--- config.mk ---
export PLATFORM = sky130hd
export DESIGN_NAME = bpfa_ram
export DESIGN_NICKNAME = d
export VERILOG_FILES = /design/src/sv/bpfa_ram.sv
export SDC_FILE = /design/constraint.sdc
export NUM_CORES = 2
export LEC_CHECK = 0
export BUFFER_PORTS_ARGS = -buffer_cell sky130_fd_sc_hd__buf_2
export CAP_MARGIN = 20
export CORE_MARGIN = 2
export CORE_UTILIZATION = 50
export CTS_CLUSTER_SIZE = 10
export DETAILED_ROUTE_END_ITERATION = 10
export PLACE_DENSITY = 0.65
export SLEW_MARGIN = 25
export SYNTH_ARGS = -nofsm -noshare
export SYNTH_HDL_FRONTEND = slang
export SYNTH_SLANG_ARGS = --single-unit
--- constraint.sdc ---
create_clock -name clk -period 5.2 [get_ports clk]
set_input_delay 0.52 -clock clk [delete_from_list [all_inputs] [get_ports clk]]
set_output_delay 0.52 -clock clk [all_outputs]
set_load 0.02 [all_outputs]
--- src/sv/bpfa_ram.sv ---
`timescale 1ns / 1ps
// ============================================================================
// bpfa_ram
// Generic single-port-write, single-port-read synchronous RAM with a
// registered read.
// ============================================================================

module bpfa_ram #(
    parameter int WIDTH = 32,
    parameter int DEPTH = 128,
    localparam int ADDR_W = (DEPTH > 1) ? $clog2(DEPTH) : 1
) (
    input  logic              clk,
    input  logic              wr_en,
    input  logic [ADDR_W-1:0] wr_addr,
    input  logic [WIDTH-1:0]  wr_data,
    input  logic              rd_en,
    input  logic [ADDR_W-1:0] rd_addr,
    output logic [WIDTH-1:0]  rd_data
);

    logic [WIDTH-1:0] mem [DEPTH];

    always_ff @(posedge clk)
    begin
        if (wr_en)
        begin
            mem[wr_addr] <= wr_data;
        end
        if (rd_en)
        begin
            rd_data <= mem[rd_addr];
        end
    end

endmodule

Yosys cells after proc, flatten, opt, wreduce, memory -nomap -nowiden --
Memories as Yosys holds them, arrays and structs flattened. A register that Yosys moved wholly into a read port is not among the register bits. Index checks and enable logic that the tools add are counted. W data, S select, Z words.
Storage, ports and cells: logic and storage cells 3, output and inout bits 32, input port bits 49, memory bits (writable) 4096, memories 1, register bits 0
Memories:
- mem | words 128, bits a word 32, rd ports 1, clocked after Yosys merged registers in 1, write ports 1, line 22 | logic [WIDTH-1:0] mem [DEPTH];
Cells by class: mux-type cells 2
Operators with widths (count):
- $mux W1 | 2

Logic depth before layout (Yosys ltp) --
depth in word-level cells 2, depth in mapped cells 8, gate-level depth less buffers 4

Worst setup path after synthesis --
No wires, ideal clock.
kind in2reg, from in wr_en, to mem mem[98][0] (enable), data arrival time 3.298 ns, setup time 0.461 ns, buffers on the path 1, cell stages on the path 3, slack 1.441 ns, data required time 4.739 ns, cell sequence clkbuf_1 > nand4_1 > nor3_1
Between the ends: cells in the longest elaborated chain, start to end 2
Ends and longest elaborated chain:
- from (decl) | line 14 | input logic wr_en,
- $mux W1 | line 26 | if (wr_en)
- $mux W1 (implied by the code) | line 28 | mem[wr_addr] <= wr_data;
- to (decl) | line 22
Every way passes these cells.

==> metrics.txt <==
Rows=205; first-pass GRT wire length=577000 um; Power Dens Cells=384.4 nW/um^2; Yosys cell types=16; Reg area=124000 um^2; synth top area cells=edfxtp_1 79%, mux4_2 19%, clkbuf_1 0.44%; dpl ws=0.9179 ns; initial DRC count=11384; CTS tree=yes; Leakage=54.16 nW; Via density=6.687; Final Setup Violations=0; postcts setup bufs=0; H-tree depth=5; sequential element share of the synthesized area=79.16%; status=finished clean; Routed WL per cell=38.60 um; FF+latch count, synth=4128; RD Place Congestion=0.8314; area occupied by multi-input gates=32290 um^2; die area=317700 um^2; Yosys top cell by area=edfxtp_1; synth-to-layout area growth=13.25%; unrepaired setup endpoints after global routing=no; P_sw=0.01434 W; CTS Buffer Depth=4; Final Skew=0.06623 ns; Worst Tran Pin Value=1.059 ns; Non-Filler Instances=10777; final hold violations=0; CP Max Fanout=45; Synth Cell Area=156600 um^2; Initial Util=50.25%; Syn Area/Cell=26.14 um^2; hpwl dp=234700 um; fin util=56.91%; Yosys top cell area share=79.16%; CTS Buf Count=455; Die Span Y=563.6 um; antenna violations before repair=65; largest net degree at the start of global routing=98; CTS Hold Bufs=0; CP Capture Type=flip-flop; maxcap violations=0; post-CTS sizing=0; pins over their slew limit=0; final period utilization=63.84%; Pint=0.05383 W; Worst Setup Start Kind=input port; Final Instance Area=177300 um^2; total track usage=26.40%; placed cells=10221; Remaining DRCs=0; Crit Path Class=in -> reg; fill cell count=21781; Skew-Pair Late Insertion Delay=0.99 ns; final setup margin=1.880 ns; Hold WC Path Type=in -> reg; total grt overflow=0; I/O Buffers=80; Yosys Warn Count=0; area post-placement=165100 um^2; num ports=81; Tmin final=3.320 ns; worst-case vdd ir drop=0.3004 mV; worst path arrival time=4.00 ns; Core Box Area=311600 um^2; clock slew at reported path FFs=0.05 ns; first-pass iteration count of the detailed router=6; Die Width=563.6 um; CTS Sinks=4128; clock network power share=40.5%; ratio of cells with drive above 1 in the final layout=36.44%; clock root buffer=clkbuf_16; Syn Inst Count=5990; vias=72069; Net Sw Frac=21.04%; nets@finish=6587; ANT nets after route=0; vias in the first global route=72155; Worst Path Required=5.88 ns; Reg power frac=54.2%; Max-slew headroom=29.40%; maximum clock rate=0.3012 GHz; Comb power frac=5.3%; Post-Route Setup TNS=0 ns; Reg2Reg Setup Slack=2.38 ns; Detailed Route WL=416000 um; Synthesized Nets=6039
==> cell usage after synthesis, drive strengths merged <==
cell type	instances
nand2	14
nand2b	2
nor3	9
clkbuf	182
nand3	12
or3	1
edfxtp	4128
mux4	1344
mux2	32
nor2	122
buf	134
nor2b	7
nand4	3
==> placed cells by master (no fill, tap or decap) <==
| master | count |
|---|---|
| or3_1 | 1 |
| buf_4 | 302 |
| mux4_2 | 1344 |
| clkinv_16 | 8 |
| nand2b_1 | 2 |
| buf_16 | 1 |
| buf_6 | 5 |
| buf_12 | 56 |
| buf_8 | 3 |
| nand4_1 | 3 |
| nor2b_1 | 7 |
| clkinv_8 | 4 |
| clkinv_1 | 9 |
| clkinv_2 | 4 |
| buf_2 | 40 |
| clkbuf_1 | 18 |
| edfxtp_1 | 4128 |
| inv_6 | 3 |
| nor2_4 | 119 |
| nor2_1 | 3 |
| nand3_1 | 8 |
| clkbuf_16 | 462 |
| nor3_2 | 9 |
| diode_2 | 45 |
| inv_16 | 2 |
| mux2_2 | 32 |
| nand3_2 | 4 |
| bufinv_16 | 1 |
| nand2_2 | 3 |
| nand2_1 | 11 |
==> path summary, 6_finish.rpt <==
| path | end | from | cells past startpoint |
|---|---|---|---|
| worst min register to register | rd_data[26] | mem[60][26] | 4 |
| worst max register to register | rd_data[14] | mem[127][14] | 4 |
| worst max-delay path | rd_data[14] | rd_addr[0] | 7 |
| worst min-delay path | mem[76][7] | wr_data[7] | 1 |
==> kinds of logic after synthesis <==
family / Yosys count / share of synthesized area, %
flops: 4128 / 79.16
mux: 1376 / 19.56
buf+inv: 316 / 0.8373
simple gates: 170 / 0.4450
==> layout make-up <==
class                           count  area share [%]
Sequential cell                  4128           69.90
Multi-Input combinational cell   1546           18.21
Clock buffer                      480           6.557
Tap cell                         4140           2.921
Timing Repair Buffer              407           2.096
Clock inverter                     31          0.2568
Antenna cell                       45         0.06350
==> stage by stage <==
stage	power, W	hold slack (ns)
6_report	0.06817	0.06836
5_1_grt	0.06990	0.05850
4_1_cts	0.06853	0.03442
3_5_place_dp	0.04121	1.030
3_3_place_gp	0.04115	1.056
2_1_floorplan	0.03933	0.6189
==> per-layer routing <==
| metal | GRT usage (%) | vias to the layer above | part of all wire (%) |
|---|---|---|---|
| met1 | 38.48 | 39753 | 38 |
| met2 | 41.00 | 4406 | 48 |
| met5 | 0 | - | 0.037 |
| met4 | 7.456 | 26 | 2.9 |
| met3 | 5.499 | 575 | 11 |
| li1 | - | 27309 | - |
==> critical path, stage by stage <==
cell	delay (ns)
buf_12	0.44
buf_12	0.37
buf_4	0.28
mux4_2	0.53
mux4_2	0.58
mux4_2	0.69
mux2_2	0.39
==> sequential cells by signal, indices dropped and copies added, names as in the netlist <==
| register | flops |
|---|---|
| rd_data | 32 |
| mem | 4096 |
==> power groups by stage <==
stage                     registers [W]  logic, W  clock network, W
after floorplan                  0.0376   0.00177                 0
after detailed placement         0.0376   0.00360                 0
after CTS                        0.0369   0.00360            0.0280
final                            0.0369   0.00359            0.0276
after global placement           0.0376   0.00354                 0
after global routing             0.0369   0.00373            0.0293
(Power assumes the default switching activity.)
