$ cat src/sv/bpfa_pkg.sv
`timescale 1ns / 1ps
// ============================================================================
// bpfa_pkg
// Shared codes, the result item type and the bit search helper of the page
// frame allocator.
// ============================================================================

package bpfa_pkg;

    // Pages are grouped into bitmap words of this many bits.
    localparam int WORD_BITS = 32;
    localparam int WORD_IDX_W = 5;

    // Command codes.
    localparam logic [1:0] CMD_ALLOC   = 2'd0;
    localparam logic [1:0] CMD_FREE    = 2'd1;
    localparam logic [1:0] CMD_RESERVE = 2'd2;
    localparam logic [1:0] CMD_UNUSED  = 2'd3;

    // Status codes.
    localparam logic [1:0] ST_DONE  = 2'd0;
    localparam logic [1:0] ST_EMPTY = 2'd1;
    localparam logic [1:0] ST_RANGE = 2'd2;
    localparam logic [1:0] ST_SAME  = 2'd3;

    // One result item.
    typedef struct packed {
        logic [31:0] result_addr;
        logic [1:0]  status;
        logic [12:0] free_pages;
    } res_t;

    // Position of the lowest set bit of a word; zero when no bit is set.
    function automatic logic [WORD_IDX_W-1:0] lowest_set(input logic [WORD_BITS-1:0] w);
        logic [WORD_IDX_W-1:0] idx;
        idx = '0;
        for (int i = WORD_BITS - 1; i >= 0; i--)
        begin
            if (w[i])
            begin
                idx = WORD_IDX_W'(i);
            end
        end
        return idx;
    endfunction

endpackage

$ cat src/sv/bpfa_rsp_if.sv
`timescale 1ns / 1ps
// ============================================================================
// bpfa_rsp_if
// Result channel of the page frame allocator: valid, ready and one item.
// ============================================================================

interface bpfa_rsp_if;
    logic        valid;
    logic        ready;
    logic [31:0] result_addr;
    logic [1:0]  status;
    logic [12:0] free_pages;

    modport source (output valid, output result_addr, output status, output free_pages,
                    input ready);
    modport sink (input valid, input result_addr, input status, input free_pages,
                  output ready);
endinterface

$ cat src/sv/bpfa_out_stage.sv
`timescale 1ns / 1ps
// ============================================================================
// bpfa_out_stage
// Output register of the allocator: holds one finished result item until the
// result channel takes it.
// ============================================================================

module bpfa_out_stage (
    input  logic              clk,
    input  logic              rst_n,
    input  logic              res_valid,
    output logic              res_ready,
    input  bpfa_pkg::res_t    res,
    bpfa_rsp_if.source        rsp
);

    logic           valid_reg;
    logic           valid_next;
    bpfa_pkg::res_t data_reg;

    assign res_ready = !valid_reg || rsp.ready;

    always_comb
    begin
        valid_next = valid_reg;
        if (res_valid && res_ready)
        begin
            valid_next = 1'b1;
        end
        else if (rsp.ready)
        begin
            valid_next = 1'b0;
        end
    end

    always_ff @(posedge clk or negedge rst_n)
    begin
        if (!rst_n)
        begin
            valid_reg <= 1'b0;
        end
        else
        begin
            valid_reg <= valid_next;
        end
    end

    always_ff @(posedge clk)
    begin
        if (res_valid && res_ready)
        begin
            data_reg <= res;
        end
    end

    assign rsp.valid       = valid_reg;
    assign rsp.result_addr = data_reg.result_addr;
    assign rsp.status      = data_reg.status;
    assign rsp.free_pages  = data_reg.free_pages;

endmodule

$ cat src/flat_wrapper.sv
// flat-port wrapper written by rule: the top's interface ports become plain ports
module bpfa_out_stage_flat 
  (clk, rst_n, res_valid, res_ready, res, rsp_valid, rsp_result_addr, rsp_status, rsp_free_pages, rsp_ready);
  bpfa_rsp_if rsp_i ();
  input  logic clk;
  input  logic rst_n;
  input  logic res_valid;
  output logic res_ready;
  input  bpfa_pkg::res_t res;
  output wire logic [$bits(rsp_i.valid)-1:0] rsp_valid;
  output wire logic [$bits(rsp_i.result_addr)-1:0] rsp_result_addr;
  output wire logic [$bits(rsp_i.status)-1:0] rsp_status;
  output wire logic [$bits(rsp_i.free_pages)-1:0] rsp_free_pages;
  input wire logic [$bits(rsp_i.ready)-1:0] rsp_ready;
  assign rsp_valid = rsp_i.valid;
  assign rsp_result_addr = rsp_i.result_addr;
  assign rsp_status = rsp_i.status;
  assign rsp_free_pages = rsp_i.free_pages;
  assign rsp_i.ready = rsp_ready;
  bpfa_out_stage u_core (.clk(clk), .rst_n(rst_n), .res_valid(res_valid), .res_ready(res_ready), .res(res), .rsp(rsp_i));
endmodule
$ cat config.mk
export PLATFORM = sky130hd
export DESIGN_NAME = bpfa_out_stage_flat
export DESIGN_NICKNAME = d
export VERILOG_FILES = /design/src/sv/bpfa_pkg.sv /design/src/sv/bpfa_rsp_if.sv /design/src/sv/bpfa_out_stage.sv /design/src/flat_wrapper.sv
export SDC_FILE = /design/constraint.sdc
export NUM_CORES = 1
export LEC_CHECK = 0
export BUFFER_PORTS_ARGS = -buffer_cell sky130_fd_sc_hd__buf_4
export CAP_MARGIN = 20
export CORE_MARGIN = 2
export CORE_UTILIZATION = 40
export CTS_CLUSTER_SIZE = 28
export DETAILED_ROUTE_END_ITERATION = 16
export PLACE_DENSITY = 0.78
export SLEW_MARGIN = 20
export SYNTH_ARGS = -nofsm -noshare
export SYNTH_HDL_FRONTEND = slang
export SYNTH_SLANG_ARGS = --single-unit
export TNS_END_PERCENT = 10
$ cat constraint.sdc
create_clock -name clk -period 2 [get_ports clk]
set_clock_uncertainty 0.15 [all_clocks]
set_input_delay 0.2 -clock clk [delete_from_list [all_inputs] [get_ports clk]]
set_output_delay 0.2 -clock clk [all_outputs]
set_load 0.01 [all_outputs]
# Yosys cells after proc, flatten, opt, wreduce, memory -nomap -nowiden
# Cells that the tools add are included.
# classes
n_reduce_logical,4
mux,2
# ops
cell,count
$mux W1,2
$reduce_bool A2 Y1,1
$logic_and A1 B1 Y1,1
$logic_not A1 Y1,1
$logic_or A1 B1 Y1,1
# totals
output_inout_bits,49
elab_cells,10
reg_bits,48

# Logic depth before layout (Yosys ltp)
# Gate-level depths: netlist of the first run.
# logic_depth
word_depth,4
ltp_mapped,2
ltp_nobuf,2

# Least setup slack after synthesis of the first run
# Ideal clock, no wire load.
# synth_timing
kind,register -> register
startpoint,register u_core.valid_reg (netlist: u_core.rsp.valid)
endpoint,"register u_core.data_reg, in the netlist u_core.rsp.free_pages[0] (enable)"
required_time_ps,1485
path_stages_with_launch,3
synth_period_minus_slack_ps,1482
setup_ps,365
arrival_ps,967
n_path_buf,0
slack_ps,518
path_cell_list,dfrtp_1 -> nand2b_4 -> and2_4
# synth_via
elab_chain_cells,3
# synth_rtl
item,line,source
start: declaration,bpfa_out_stage.sv:17,logic valid_reg;
start signal: assignment,bpfa_out_stage.sv:44,valid_reg <= valid_next;
$logic_not A1 Y1,bpfa_out_stage.sv:21,assign res_ready = !valid_reg || rsp.ready;
$logic_or A1 B1 Y1,bpfa_out_stage.sv:21,
via res_ready,flat_wrapper.sv:8,output logic res_ready;
$logic_and A1 B1 Y1,bpfa_out_stage.sv:50,if (res_valid && res_ready)
end signal: assignment,bpfa_out_stage.sv:52,data_reg <= res;
end: declaration,bpfa_out_stage.sv:19,bpfa_pkg::res_t data_reg;
# The timed path passes the listed nets, and every way through them passes these cells.
# A chain may end at the register's enable or synchronous reset.

# Final worst setup path of the first run
# layout_timing
startpoint,register u_core.valid_reg (netlist: u_core.rsp.valid)
endpoint,"register u_core.data_reg, in the netlist u_core.rsp.result_addr[8] (enable)"
# layout_via
elab_chain_cells,3
# layout_rtl
item,line
$logic_not A1 Y1,bpfa_out_stage.sv:21
$logic_or A1 B1 Y1,bpfa_out_stage.sv:21
$logic_and A1 B1 Y1,bpfa_out_stage.sv:50
# No other way between the ends.

==> results of run 1 <==
-- stage by stage --
step                      worst slack [ps]  power (mW)
after floorplan                      517.8       1.261
after global placement               489.4       1.416
after detailed placement             450.0       1.424
after CTS                            413.6       1.924
after global routing                 302.2       2.020
final                                362.8       1.938
-- placed cells by master, fill, tap and decap left out --
| cell | count |
|---|---|
| dlygate4sd3_1 | 51 |
| clkinvlp_4 | 1 |
| nand2b_4 | 1 |
| dfrtp_1 | 1 |
| clkinv_4 | 1 |
| and2_4 | 1 |
| nand2b_1 | 1 |
| edfxtp_1 | 47 |
| buf_4 | 99 |
| clkbuf_4 | 5 |
| clkbuf_1 | 1 |
-- where the power goes --
part / switching (mW) / total (mW) / internal (mW)
Sequential: 0.0183 / 1.19 / 1.17
Combinational: 0.110 / 0.301 / 0.191
Clock: 0.308 / 0.448 / 0.140
-- synthesized netlist by cell type --
master / count / area (um2)
edfxtp_1: 47 / 1411
and2_4: 1 / 8.760
dfrtp_1: 1 / 25.02
nand2b_1: 1 / 6.260
nand2b_4: 1 / 13.76
-- cell families (layout without fill, tap and decap cells) --
logic type             count (synthesis)  after routing  share of synthesized area (%)
flip-flops                            48             48                          98.04
AND/OR/NAND/NOR                        3              3                          1.964
buffers and inverters                  0            158                              0
-- layer usage --
layer | vias up | part of all wire, % | global-route usage, %
met3 | 12 | 9.6 | 10.24
li1 | 516 | - | -
met1 | 519 | 35 | 22.17
met4 | 0 | 3.2 | 10.11
met5 | - | 0 | 0
met2 | 74 | 52 | 40.63
-- final cells by class --
cell class	count	area share (%)
multi-input combinational	3	1.015
clock buffer	6	1.457
tap	46	2.031
timing repair buffer	150	44.24
clock inverter	2	0.5740
sequential	48	50.68
-- worst paths after layout --
kind,endpoint,cells past startpoint
worst max register to register,u_core.rsp.result_addr[8],2
worst max-delay path,u_core.rsp.result_addr[8],2
worst min-delay path,u_core.rsp.result_addr[13],2
worst min register to register,u_core.rsp.free_pages[2],2
min in group asynchronous,u_core.rsp.valid,3
max in group asynchronous,u_core.rsp.valid,3
==> flow_summary.toml, run 1 <==
[sta]
setup_tns_ps = 0
hold_viol = 0
whs_ps = 375.0
max_freq_ghz = 0.6108
rsz0062_at_grt = "false"
slew_headroom_pct = 59.19
min_period_over_period_pct = 81.86
slew_violations = 0
fin_crit_ps = 1637
setup_violations = 0
tightest_slew_ps = 612.2

[final_layout]
seqCellArea_um2 = 1436
post-route-util_pct = 82.97
largest_reg_flops = 32
design_area_um2 = 2834
fillers = 172
multi_input_area_um2 = 28.78
nets = 259
stdcell_count = 255
insertedDiodeCount = 0
drive_above_1_share_pct = 51.67
area_delta_synth_final_pct = 93.42

[placed_design]
numPortBuffers = 99
place_inst = 196
dpl-instance-area_um2 = 2266
gp_congestion = 0.6886

[critical_path]
critPathTopFamily = "simple AND/OR/NAND/NOR gates"
end_kind = "flop"
reg2reg_from = "u_core.rsp.valid"
worstPathRequired_ps = 1850
worst-path-max-fanout = 47
cp_slowest_stage_delay_ps = 540
critPathKind = "flop to flop"
start_kind = "flop"
r2r_setup_slack_ps = 360
slowest_stage = "and2_4"
critPathBufInv = 0
worstPathCellList = "nand2b_4 -> and2_4"
cp-startpoint = "u_core.rsp.valid"
worstPathArrival_ps = 1490

[clock_tree]
cts_hold_buf = 51
clk_pin_slew_ps = 150
h-tree-depth = 2
clkLatencyLatePin_ps = 370
cts-root-buf = "clkbuf_4"
cts_setup_buffers = 0
cts_sinks = 48
cts_resized = 0
cts_tree = "done"
cts_buffer_depth = 2
cts_buffers = 5

[yosys]
synth_warnings = 0
syn-num-nets = 102
synth.distinct_cells = 5
avgSynthCellArea_um2 = 28.73
syn_inst = 51
ys_ff_latch = 48
ys_seq_area_share_pct = 98.04
syn_area_um2 = 1465

[min_path]
min_from = "res[28]"
hold_path_class = "input pin to flop"

[floorplanning]
dieArea_um2 = 4163
rows = 21
die_w_um = 64.52
num_io_pins = 100
coreArea_um2 = 3416
die_h_um = 64.52
start_util_pct = 42.89

[grt]
grt_pass1_vias = 1308
antenna_found_initial = 0
grt_pass1_wl_mm = 6.479
grt_overflow_total = 0
grt_use_total_pct = 22.62
grt_start_max_net_pins = 48

[drt]
wl_mm = 4.308
drc = 0
drtIter0Drc = 33
routed_via_density = 4.396
via_count = 1121
firstDrtPassIters = 3
wl_per_cell_um = 16.89
drtAntennaViolNets = 0

[pwr]
p_leak_nw = 1.190
vdd_drop_max_uv = 615.2
p_per_area_nw_per_um2 = 683.8

[flow_run]
maxCapViolCount = 0

[run_status]
status = "complete, no violations"
(Power assumes the default switching activity.)
==> run 2: changes to the inputs <==
==> constraint.sdc (replaced) <==
create_clock -name clk -period 1.7 [get_ports clk]
set_clock_uncertainty 0.15 [all_clocks]
set_input_delay 0.17 -clock clk [delete_from_list [all_inputs] [get_ports clk]]
set_output_delay 0.17 -clock clk [all_outputs]
set_load 0.01 [all_outputs]
==> flow_summary.toml, run 2 (synthesis gave the netlist of run 1 again) <==
[critical_path]
r2r_setup_slack_ps = 310
worstPathRequired_ps = 1820
worst-path-max-fanout = 2
reg2reg_depth = 3
r2r-end = "u_core.rsp.valid"
end_kind = "flop"
worstPathArrival_ps = 1530
critPathKind = "input pin to flop"
start_kind = "input pin"
reg2reg_from = "u_core.rsp.valid"

[clock_tree]
cts_buffers = 5
cts_resized = 0
cts_buffer_depth = 2
cts_tree = "done"
clkLatencyLatePin_ps = 370
clk_pin_slew_ps = 130
cts_sinks = 48
h-tree-depth = 2
cts-root-buf = "clkbuf_4"

[sta]
setup_tns_ps = 0
min_period_over_period_pct = 82.92
whs_ps = 306.7
slew_headroom_pct = 89.65
setup_violations = 0
hold_viol = 0
fin_crit_ps = 1410
tightest_slew_ps = 155.2
rsz0062_at_grt = "false"
max_freq_ghz = 0.7094
slew_violations = 0

[drt]
wl_per_cell_um = 17.21
routed_via_density = 4.467
via_count = 1148
wl_mm = 4.423
drtAntennaViolNets = 0
drtIter0Drc = 44
firstDrtPassIters = 5
drc = 0

[final_layout]
nets = 261
drive_above_1_share_pct = 52.61
area_delta_synth_final_pct = 98.72
insertedDiodeCount = 0
fillers = 157
post-route-util_pct = 85.24
layout_common_cells = "99 x buf_4, 51 x dlygate4sd3_1, 47 x edfxtp_1, 5 x clkbuf_4"
final_common_cell = "buf_4"
largest_reg_flops = 32
multi_input_area_um2 = 28.78
seqCellArea_um2 = 1436

[floorplanning]
die_h_um = 64.52
dieArea_um2 = 4163
rows = 21
coreArea_um2 = 3416
num_io_pins = 100
start_util_pct = 42.89
die_w_um = 64.52

[run_status]
status = "complete, no violations"

[grt]
grt_start_max_net_pins = 28
grt_pass1_vias = 1237
grt_overflow_total = 0
grt_use_total_pct = 22.60
grt_pass1_wl_mm = 6.375
antenna_found_initial = 0

[pwr]
p_leak_nw = 1.231
vdd_drop_max_uv = 747.5
p_per_area_nw_per_um2 = 860.5
p_total_mw = 2.506

[flow_run]
maxCapViolCount = 0

[min_path]
hold_path_class = "input pin to flop"
min_from = "rsp_ready"
whs_path_depth = 4
worstHoldEndpoint = "u_core.rsp.free_pages[7]"

[placed_design]
numPortBuffers = 99
gp_congestion = 0.6961
[run 2: cell types whose count changed in the layout (fill, tap and decap cells not counted)]
cell / delta
clkbuf_8: +2
clkinv_4: -1
clkinvlp_4: -1
bufinv_16: +1
clkbuf_1: -1
buf_12: +2
[run 2: area by class of cell]
class | instances | area share, %
flip-flops and latches | 48 | 49.33
clock buffers | 7 | 2.235
repair buffers | 152 | 44.43
well taps | 46 | 1.977
multi-input cells | 3 | 0.9884
clock inverters | 1 | 1.031
[run 2: power by group]
part,switching [mW],internal [mW]
logic,0.135,0.238
registers,0.0231,1.38
clock network,0.342,0.391
[run 2: layer usage]
metal	global-route usage, %	vias up	wire, um
met4	11.70	0	104
li1	-	521	-
met1	24.52	537	1602
met3	10.59	10	489
met5	0	-	0
met2	36.98	80	2227
[run 2: how the worst max path moves through the flow]
stage | start | endpoint | slack [ps] | depth (start not counted)
6_report | res_valid | u_core.rsp.valid | 290 | 4
3_3_place_gp | u_core.rsp.valid | u_core.rsp.result_addr[19] | 430 | 3
3_5_place_dp | u_core.rsp.valid | u_core.rsp.result_addr[26] | 400 | 3
4_1_cts | res_valid | u_core.rsp.valid | 320 | 4
2_1_floorplan | u_core.rsp.valid | u_core.rsp.free_pages[0] | 220 | 2
5_1_grt | res_valid | u_core.rsp.valid | 280 | 4
[run 2: worst max-delay path, stage by stage]
cell and delay [ps]:
dlygate4sd3_1 540, buf_4 140, nand2b_1 130, dlygate4sd3_1 540
[run 2: repair_timing]
action | in CTS | in global routing
buffers inserted | 0 | 0
endpoints found under the hold margin | 49 | 0
setup endpoints to repair | 0 | 0
hold buffers | 51 | 0
[run 2: through the flow]
stage | cell area (um2) | instances | setup WS [ps]
2_1_floorplan | 1465 | 51 | 217.8
4_1_cts | 2912 | 257 | 320.4
6_report | 2912 | 257 | 290.4
5_1_grt | 2912 | 257 | 280.0
3_3_place_gp | 2306 | 198 | 425.9
3_5_place_dp | 2306 | 198 | 398.2
